**src/rtl/irem_pkg.sv**
```systemverilog
// irem_pkg: shared types and constants of the integer remainder unit
// no dependencies; used by the interfaces, the iteration stage and the top level
`default_nettype none

package irem_pkg;

    localparam int DATA_W = 32;
    localparam int HALF_W = 16;
    localparam int KIND_W = 2;

    typedef enum logic [KIND_W-1:0] {
        KIND_S32_32 = 2'd0,
        KIND_S32_16 = 2'd1,
        KIND_S16_32 = 2'd2,
        KIND_U32_16 = 2'd3
    } kind_t;

    // one transaction in flight through the shift-and-subtract pipeline
    typedef struct packed {
        logic [DATA_W-1:0] num;
        logic [DATA_W-1:0] den;
        logic [DATA_W-1:0] part;
        logic              neg;
        logic              narrow;
        logic              zero;
    } work_t;

endpackage

`default_nettype wire

```
**src/rtl/irem_if.sv**
```systemverilog
// irem_req_if, irem_rsp_if: valid/ready channels of the remainder unit
// depends on irem_pkg for field widths
`default_nettype none

interface irem_req_if;
    logic                          valid;
    logic                          ready;
    logic [irem_pkg::KIND_W-1:0]   kind;
    logic [irem_pkg::DATA_W-1:0]   dividend;
    logic [irem_pkg::DATA_W-1:0]   divisor;

    modport source (output valid, kind, dividend, divisor, input ready);
    modport sink   (input valid, kind, dividend, divisor, output ready);
endinterface

interface irem_rsp_if;
    logic                          valid;
    logic                          ready;
    logic [irem_pkg::DATA_W-1:0]   remainder;
    logic                          divide_by_zero;

    modport source (output valid, remainder, divide_by_zero, input ready);
    modport sink   (input valid, remainder, divide_by_zero, output ready);
endinterface

`default_nettype wire

```
**src/rtl/integer_remainder_unit.sv**
```systemverilog
// integer_remainder_unit: pipelined signed/unsigned 32-bit remainder
// depends on irem_pkg, irem_req_if, irem_rsp_if and irem_stage
// a request passes the preparation register, the iteration stages and the output register
// one request per cycle unless stalled; each stage runs STEPS_PER_STAGE subtract steps
// a stall holds the output and full stages behind it; empty upstream stages keep filling
// reset (rst_n low, asynchronous) clears every valid bit; payload registers are not reset
`default_nettype none

module integer_remainder_unit #(
    parameter int STEPS_PER_STAGE = 2   // must divide 32
) (
    input  wire logic    clk,
    input  wire logic    rst_n,
    irem_req_if.sink     req,
    irem_rsp_if.source   rsp
);
    import irem_pkg::*;

    localparam int NUM_STAGES = DATA_W / STEPS_PER_STAGE;

    function automatic logic [DATA_W-1:0] sext16(input logic [DATA_W-1:0] v);
        return {{(DATA_W-HALF_W){v[HALF_W-1]}}, v[HALF_W-1:0]};
    endfunction

    // ------------------------------------------------------------------
    // operand preparation stage: pick the effective operands per mode,
    // take magnitudes for the signed modes, flag a zero divisor
    // ------------------------------------------------------------------
    logic  prep_valid_reg;
    work_t prep_reg;
    work_t prep_next;
    logic  prep_ready;

    always_comb
    begin
        logic [DATA_W-1:0] a_ext;
        logic [DATA_W-1:0] b_ext;
        logic              is_signed;
        a_ext     = req.dividend;
        b_ext     = req.divisor;
        is_signed = 1'b1;
        prep_next = '0;
        unique case (kind_t'(req.kind))
            KIND_S32_32:
            begin
                prep_next.narrow = 1'b0;
            end
            KIND_S32_16:
            begin
                b_ext            = sext16(req.divisor);
                prep_next.narrow = 1'b1;
            end
            KIND_S16_32:
            begin
                a_ext            = sext16(req.dividend);
                prep_next.narrow = 1'b1;
            end
            KIND_U32_16:
            begin
                b_ext            = {{(DATA_W-HALF_W){1'b0}}, req.divisor[HALF_W-1:0]};
                is_signed        = 1'b0;
                prep_next.narrow = 1'b1;
            end
            default:
            begin
                prep_next.narrow = 1'b0;
            end
        endcase
        // the most negative value negates to itself, read as unsigned 0x80000000
        prep_next.num  = (is_signed && a_ext[DATA_W-1]) ? (~a_ext + 1'b1) : a_ext;
        prep_next.den  = (is_signed && b_ext[DATA_W-1]) ? (~b_ext + 1'b1) : b_ext;
        prep_next.part = '0;
        prep_next.neg  = is_signed && a_ext[DATA_W-1];
        prep_next.zero = (b_ext == '0);
    end

    assign req.ready = !prep_valid_reg || prep_ready;

    always_ff @(posedge clk or negedge rst_n)
    begin
        if (!rst_n)
        begin
            prep_valid_reg <= 1'b0;
        end
        else if (req.ready)
        begin
            prep_valid_reg <= req.valid;
        end
    end

    always_ff @(posedge clk)
    begin
        if (req.ready && req.valid)
        begin
            prep_reg <= prep_next;
        end
    end

    // ------------------------------------------------------------------
    // shift-and-subtract pipeline: a zero divisor subtracts nothing, so
    // the partial remainder ends equal to the magnitude of the dividend
    // ------------------------------------------------------------------
    logic  chain_valid [NUM_STAGES+1];
    logic  chain_ready [NUM_STAGES+1];
    work_t chain_data  [NUM_STAGES+1];

    assign chain_valid[0] = prep_valid_reg;
    assign chain_data[0]  = prep_reg;
    assign prep_ready     = chain_ready[0];

    for (genvar s = 0; s < NUM_STAGES; s++)
    begin : g_stage
        irem_stage #(
            .STEPS (STEPS_PER_STAGE)
        ) u_stage (
            .clk      (clk),
            .rst_n    (rst_n),
            .up_valid (chain_valid[s]),
            .up_ready (chain_ready[s]),
            .up_data  (chain_data[s]),
            .dn_valid (chain_valid[s+1]),
            .dn_ready (chain_ready[s+1]),
            .dn_data  (chain_data[s+1])
        );
    end

    // ------------------------------------------------------------------
    // output stage: restore the dividend's sign, narrow the 16-bit modes
    // ------------------------------------------------------------------
    logic              out_valid_reg;
    logic [DATA_W-1:0] rem_reg;
    logic [DATA_W-1:0] rem_next;
    logic              zero_reg;
    work_t             fin;

    assign fin = chain_data[NUM_STAGES];

    always_comb
    begin
        logic [DATA_W-1:0] r;
        r        = fin.neg ? (~fin.part + 1'b1) : fin.part;
        rem_next = fin.narrow ? sext16(r) : r;
    end

    assign chain_ready[NUM_STAGES] = !out_valid_reg || rsp.ready;

    always_ff @(posedge clk or negedge rst_n)
    begin
        if (!rst_n)
        begin
            out_valid_reg <= 1'b0;
        end
        else if (chain_ready[NUM_STAGES])
        begin
            out_valid_reg <= chain_valid[NUM_STAGES];
        end
    end

    always_ff @(posedge clk)
    begin
        if (chain_ready[NUM_STAGES] && chain_valid[NUM_STAGES])
        begin
            rem_reg  <= rem_next;
            zero_reg <= fin.zero;
        end
    end

    assign rsp.valid          = out_valid_reg;
    assign rsp.remainder      = rem_reg;
    assign rsp.divide_by_zero = zero_reg;

endmodule

`default_nettype wire

```
**src/rtl/irem_stage.sv**
```systemverilog
// irem_stage: one register stage running STEPS restoring shift-and-subtract steps
// depends on irem_pkg (work_t)
`default_nettype none

module irem_stage #(
    parameter int STEPS = 2
) (
    input  wire logic            clk,
    input  wire logic            rst_n,
    input  wire logic            up_valid,
    output logic                 up_ready,
    input  wire irem_pkg::work_t up_data,
    output logic                 dn_valid,
    input  wire logic            dn_ready,
    output irem_pkg::work_t      dn_data
);
    import irem_pkg::*;

    logic  valid_reg;
    work_t data_reg;
    work_t data_next;

    // bubbles collapse: a stage takes new data when empty or draining
    assign up_ready = !valid_reg || dn_ready;
    assign dn_valid = valid_reg;
    assign dn_data  = data_reg;

    always_comb
    begin
        logic top;
        data_next = up_data;
        for (int k = 0; k < STEPS; k++)
        begin
            top            = data_next.num[DATA_W-1];
            data_next.num  = {data_next.num[DATA_W-2:0], 1'b0};
            data_next.part = {data_next.part[DATA_W-2:0], top};
            if (data_next.den <= data_next.part)
            begin
                data_next.part = data_next.part - data_next.den;
            end
        end
    end

    always_ff @(posedge clk or negedge rst_n)
    begin
        if (!rst_n)
        begin
            valid_reg <= 1'b0;
        end
        else if (up_ready)
        begin
            valid_reg <= up_valid;
        end
    end

    always_ff @(posedge clk)
    begin
        if (up_ready && up_valid)
        begin
            data_reg <= data_next;
        end
    end

endmodule

`default_nettype wire
```
**src/flat_wrapper.sv**
```systemverilog
// flat-port wrapper written by rule: the top's interface ports become plain ports
module integer_remainder_unit_flat import irem_pkg::*;
#(
    parameter int STEPS_PER_STAGE = 2                    
)
  (clk, rst_n, req_valid, req_kind, req_dividend, req_divisor, req_ready, rsp_valid, rsp_remainder, rsp_divide_by_zero, rsp_ready);
  irem_req_if req_i ();
  irem_rsp_if rsp_i ();
  input  wire logic clk;
  input  wire logic rst_n;
  input wire logic [$bits(req_i.valid)-1:0] req_valid;
  input wire logic [$bits(req_i.kind)-1:0] req_kind;
  input wire logic [$bits(req_i.dividend)-1:0] req_dividend;
  input wire logic [$bits(req_i.divisor)-1:0] req_divisor;
  output wire logic [$bits(req_i.ready)-1:0] req_ready;
  output wire logic [$bits(rsp_i.valid)-1:0] rsp_valid;
  output wire logic [$bits(rsp_i.remainder)-1:0] rsp_remainder;
  output wire logic [$bits(rsp_i.divide_by_zero)-1:0] rsp_divide_by_zero;
  input wire logic [$bits(rsp_i.ready)-1:0] rsp_ready;
  assign req_i.valid = req_valid;
  assign req_i.kind = req_kind;
  assign req_i.dividend = req_dividend;
  assign req_i.divisor = req_divisor;
  assign req_ready = req_i.ready;
  assign rsp_valid = rsp_i.valid;
  assign rsp_remainder = rsp_i.remainder;
  assign rsp_divide_by_zero = rsp_i.divide_by_zero;
  assign rsp_i.ready = rsp_ready;
  integer_remainder_unit #(.STEPS_PER_STAGE(STEPS_PER_STAGE)) u_core (.clk(clk), .rst_n(rst_n), .req(req_i), .rsp(rsp_i));
endmodule
```
**config.mk**
```make
export PLATFORM = sky130hd
export DESIGN_NAME = integer_remainder_unit_flat
export DESIGN_NICKNAME = d
export VERILOG_FILES = /design/src/rtl/irem_pkg.sv /design/src/rtl/irem_if.sv /design/src/rtl/integer_remainder_unit.sv /design/src/rtl/irem_stage.sv /design/src/flat_wrapper.sv
export SDC_FILE = /design/constraint.sdc
export NUM_CORES = 2
export LEC_CHECK = 0
export BUFFER_PORTS_ARGS = -buffer_cell sky130_fd_sc_hd__buf_4
export CORE_ASPECT_RATIO = 1.75
export CORE_MARGIN = 4
export CORE_UTILIZATION = 45
export CTS_BUF_LIST = sky130_fd_sc_hd__clkbuf_8 sky130_fd_sc_hd__clkbuf_16
export DETAILED_ROUTE_END_ITERATION = 12
export GPL_TIMING_DRIVEN = 0
export PLACE_DENSITY_LB_ADDON = 0.2
export SLEW_MARGIN = 20
export SYNTH_ARGS = -nofsm -noshare
export SYNTH_HDL_FRONTEND = slang
export SYNTH_SLANG_ARGS = --single-unit
```
**constraint.sdc**
```tcl
create_clock -name clk -period 6.4 [get_ports clk]
set_clock_uncertainty 0.05 [all_clocks]
set_input_delay 0.32 -clock clk [delete_from_list [all_inputs] [get_ports clk]]
set_output_delay 0.32 -clock clk [all_outputs]
set_load 0.02 [all_outputs]
```
-- Word-level counts from Yosys, hierarchy flattened
Cells that the tools add are included.
- word-level logic and storage cells: 291
- input port bits: 70
- register bits: 1383
- reductions and logical operators: 59
- bitwise logic cells: 3
- add/subtract/negate cells: 35
- order comparisons: 32
- multiplexer cells: 40
- eq/ne operators: 3
- operator list (cell ; count):
    $le 32x32->1 ; 31
    $mux 31 ; 31
    $sub 31x31->31 ; 30
    $mux 32 ; 6
    $add 32x1->32 const B ; 3
    $not 32->32 ; 3
    $pmux 32 s2 ; 1
    $le 32x1->1 ; 1
    $logic_not 32->1 ; 1
    $sub 32x32->32 ; 1
    $sub 1x31->31 ; 1
    $logic_and 1x1->1 ; 20
    $logic_not 1->1 ; 18
    $logic_or 1x1->1 ; 18
    $eq 2x2->1 const B ; 2
    $reduce_or 3->1 ; 1
    $eq 2x1->1 const B ; 1
    $logic_not 2->1 ; 1
    $pmux 1 s2 ; 1
    $mux 1 ; 1

-- Logic depth before layout (Yosys ltp)
- depth after elaboration: 20
- mapped depth: 28
- gate-level depth less buffers: 27

-- By module
From an unflattened synthesis, not the netlist that was laid out.
- cell total of the unflattened synthesis: 13822
- area, all modules: 132674.7 um^2
- modules (own cells, without submodules) (module ; area an instance (um^2) ; cells each ; seq. area each (um^2) ; instances):
    irem_stage (u_core.g_stage[10].u_stage ...) ; 8135.3 ; 856 ; 2937.8 ; 7
    irem_stage (u_core.g_stage[5].u_stage ...) ; 7763.7 ; 810 ; 2937.8 ; 5
    irem_stage (u_core.g_stage[11].u_stage ...) ; 7758.7 ; 808 ; 2937.8 ; 3
    irem_stage (u_core.g_stage[0].u_stage) ; 7883.8 ; 834 ; 2937.8 ; 1
    integer_remainder_unit ; 5749.3 ; 522 ; 3052.9 ; 1

-- Worst setup path after synthesis
Ideal clock, no wire load.
- path type: reg2reg
- start: register u_core.out_valid_reg, in the netlist u_core.rsp.valid
- end: register u_core.g_stage[3].u_stage.data_reg, in the netlist u_core.g_stage[3].u_stage.dn_data[0], enable pin
- library setup time: 0.568 ns
- buffers on the path: 0
- stages on the path, launching flop included: 7
- setup slack: 0.426 ns
- data arrival time: 5.356 ns
- path through: dfrtp_1 > nor2b_1 > nand3_1 > nor2_1 > nand2_1 > nor3_1 > a21oi_1
- word-level cells in the longest chain between the ends: 16
- RTL lines (item ; RTL line ; text):
    start, declared ; integer_remainder_unit.sv:130 ; logic out_valid_reg;
    start signal, assigned ; integer_remainder_unit.sv:155 ; out_valid_reg <= chain_valid[NUM_STAGES];
    $logic_not 1->1 ; integer_remainder_unit.sv:145 ; assign chain_ready[NUM_STAGES] = !out_valid_reg || rsp.ready;
    $logic_or 1x1->1 ; integer_remainder_unit.sv:145 ;
    $logic_or 1x1->1 (13 in series) ; irem_stage.sv:24 ; assign up_ready = !valid_reg || dn_ready;
    $logic_and 1x1->1 ; irem_stage.sv:58 ; if (up_ready && up_valid)
    end signal, assigned ; irem_stage.sv:60 ; data_reg <= data_next;
    end, declared ; irem_stage.sv:20 ; work_t data_reg;
Every way passes these cells.
A chain may end at the register's enable or synchronous reset.

==> results.json <==
{
  "cts_tree": "yes",
  "grt_max_degree": 61,
  "postRouteAntennaNets": 0,
  "cp_top_family": "compound AO/OA/AOI/OAI gates",
  "grt-ovfl-total": 0,
  "floorplan.initialDensity_pct": 45.2,
  "worstSetupEndpointType": "flop",
  "cts_sinks": 1383,
  "cts-htree-levels": 4,
  "place_congestion": 1.01,
  "rows": 253,
  "dr.pass1.iters": 6,
  "syn_inst": 13087,
  "timing.final.hold_violations": 0,
  "critPathMaxFanout": 10,
  "critPathSlowestCell": "o211ai_1",
  "clk_latency_ns": 0.86,
  "status": "finished clean",
  "post_drt_wl_per_cell_um": 23.2,
  "post-synth-top-count-cell": "ha_1",
  "first_iter_violations": 5097,
  "fin_ws_ns": 0.0303,
  "die_y_um": 698,
  "grt_pass1_wl_um": 595000,
  "startpoint": "u_core.g_stage[9].u_stage.dn_data[12]$_DFFE_PP_",
  "hpwlAfterDp_um": 328000,
  "drt-total-wl_um": 403000,
  "tns_ns": 0,
  "synth_top_cell_by_area": "edfxtp_1",
  "antenna_found_initial": 8,
  "tightest_slew_ns": 0.993,
  "fin_nets": 15630,
  "vias": 98311,
  "numPlacedInstances": 16793,
  "slew_viol_final": 0,
  "worstReg2RegStart": "u_core.g_stage[9].u_stage.dn_data[12]$_DFFE_PP_",
  "min_from": "req_dividend[17]",
  "die_area_um2": 281000,
  "period_share_pct": 99.5,
  "synth-seq-cells": 1383,
  "largest_reg_flops": 1265,
  "start_kind": "flop",
  "placed_area_um2": 128000,
  "period_needed_ns": 6.37,
  "ys_warn_count": 0,
  "synthFlopType": "edfxtp_1",
  "ys_top_cells_by_count": "1856 x ha_1, 1649 x inv_1, 1365 x edfxtp_1",
  "areaGrowthSynthToFinish_pct": 14.5,
  "clkTransAtPathRegs_ns": 0.06,
  "path_buf_inv": 6,
  "syn_area_per_cell_um2": 9.35,
  "grt_pass1_vias": 100745,
  "grt_use_total_pct": 27.8,
  "required_ns": 6.90,
  "fp.coreArea_um2": 271000,
  "async_flop_share_pct": 1.30,
  "yosysSeqAreaShare_pct": 33.9,
  "dieWidth_um": 402,
  "final_cell_area_um2": 140000,
  "hp-class": "in -> reg",
  "ios": 105,
  "drive_above_1_share_pct": 11.0,
  "max_cap_viol_count": 0,
  "setup_viol": 0,
  "via_per_inst": 5.66,
  "synth_area_um2": 122000,
  "fin_cells": 17384,
  "synthTopCellsByArea": "edfxtp_1 33%, ha_1 19%, a21oi_1 5.1%, inv_1 5.1%, xnor2_1 3.7%",
  "slowest_delay_ns": 0.80,
  "io_buffers": 102,
  "syn_nets": 15044,
  "ys_types": 99,
  "clock.fmax_ghz": 0.157,
  "post-synth-top-area-fraction_pct": 33.5,
  "synth_edf_count": 1365,
  "drc": 0,
  "rsz0062_at_grt": "true",
  "clockBufferDepth": 4,
  "path_class": "reg -> reg",
  "max_slew_margin_pct": 33.5,
  "cts_made_buffers": 154,
  "arrival_ns": 6.87,
  "root_buffer": "clkbuf_16",
  "place_ws_ns": -3.15
}
## what timing repair did
action / CTS / global route
gates cloned: 1 / 0
endpoints found under the hold margin: 108 / 0
pin swaps: 68 / 124
endpoints found under the setup margin: 466 / 473
gates resized for setup: 649 / 379
buffers inserted: 122 / 130
hold buffers: 93 / 0
## cells by family after synthesis
logic type / count (synthesis) / share of synthesized area, %
xor gates and xnor gates: 865 / 6.19
buffers and inverters: 1949 / 6.07
DFF: 1383 / 33.9
and+or+nand+nor: 2800 / 11.0
AOI/OAI and AO/OA: 3637 / 18.6
muxes: 566 / 4.83
adders and majority gates: 1887 / 19.5
## worst register-to-register path, cell delays in order, from the launching register on
cell and delay, ns:
edfxtp_1 0.42, inv_1 0.10, ha_4 0.31, and3_2 0.23, and2_2 0.22, a21oi_1 0.11
o211ai_1 0.80, a221oi_2 0.17, a21oi_4 0.21, buf_12 0.17, buf_8 0.20, buf_12 0.21
nor2_1 0.09, a21oi_2 0.19, inv_1 0.07, ha_2 0.41, nand3_1 0.18, nor2_2 0.16
nand3_1 0.11, o22ai_1 0.18, mux2i_1 0.16, a31oi_2 0.35, a311oi_4 0.09, nor2_4 0.30
buf_8 0.23, mux2_2 0.37
## area by class of cell
| class | count | area, um^2 |
|---|---|---|
| Fill cell | 25339 | 131000 |
| Multi-Input combinational cell | 9755 | 76800 |
| Sequential cell | 1383 | 41400 |
| Inverter | 1650 | 6190 |
| Timing Repair Buffer | 482 | 4560 |
| Tap cell | 3570 | 4470 |
| Clock buffer | 158 | 3950 |
| Buffer | 247 | 1700 |
| Clock inverter | 113 | 997 |
| Antenna cell | 26 | 65.1 |
## per-stage QoR
step,util [%],hold slack (ns)
2_1_floorplan,-,-0.0256
3_3_place_gp,47.1,0.171
3_5_place_dp,47.4,0.172
4_1_cts,50.9,0.0260
5_1_grt,51.7,0.0885
6_report,51.7,0.103
## metal layers
layer  vias up  GRT usage (%)  share of wire [%]
met3      1346           2.94                2.8
li1      47746              -                  -
met4         6           25.9                 11
met1     46906           23.5                 31
met5         -              0             0.0087
met2      2307           55.2                 55
## worst paths after layout
check,end,slack [ns],cells after the start
worst max register to register,u_core.g_stage[10].u_stage.dn_data[25]$_DFFE_PP_,0.03,25
worst min-delay path,u_core.chain_data[1668]$_DFFE_PP_,0.10,3
min in group asynchronous,u_core.g_stage[7].u_stage.dn_valid$_DFFE_PN0P_,0.79,3
worst max-delay path,u_core.g_stage[10].u_stage.dn_data[25]$_DFFE_PP_,0.03,25
max in group asynchronous,u_core.g_stage[0].u_stage.dn_valid$_DFFE_PN0P_,4.89,3
worst min register to register,u_core.g_stage[3].u_stage.dn_data[88]$_DFFE_PP_,0.35,0
## layout by cell type (no fill, tap or decap), types with 82 or more instances in the layout
| cell | count |
|---|---|
| clkbuf_1 | 98 |
| nand4_1 | 155 |
| nor2b_1 | 152 |
| a21oi_2 | 105 |
| ha_1 | 1802 |
| mux2_2 | 136 |
| a21oi_1 | 1137 |
| mux2i_1 | 358 |
| clkbuf_16 | 159 |
| buf_4 | 371 |
| dlygate4sd3_1 | 93 |
| o21ai_0 | 665 |
| a31oi_1 | 83 |
| nand3_1 | 179 |
| edfxtp_1 | 1365 |
| a21o_1 | 534 |
| xor2_1 | 351 |
| inv_1 | 1673 |
| o21a_1 | 159 |
| and3_1 | 82 |
| nor3_1 | 156 |
| xnor2_1 | 514 |
| nor2_1 | 809 |
| nand2b_1 | 163 |
| o21bai_1 | 153 |
| nand2_1 | 698 |
Power is left out: the tool's default activity adds up to more than one toggle a clock period on the data nets, which glitch-free logic cannot reach.
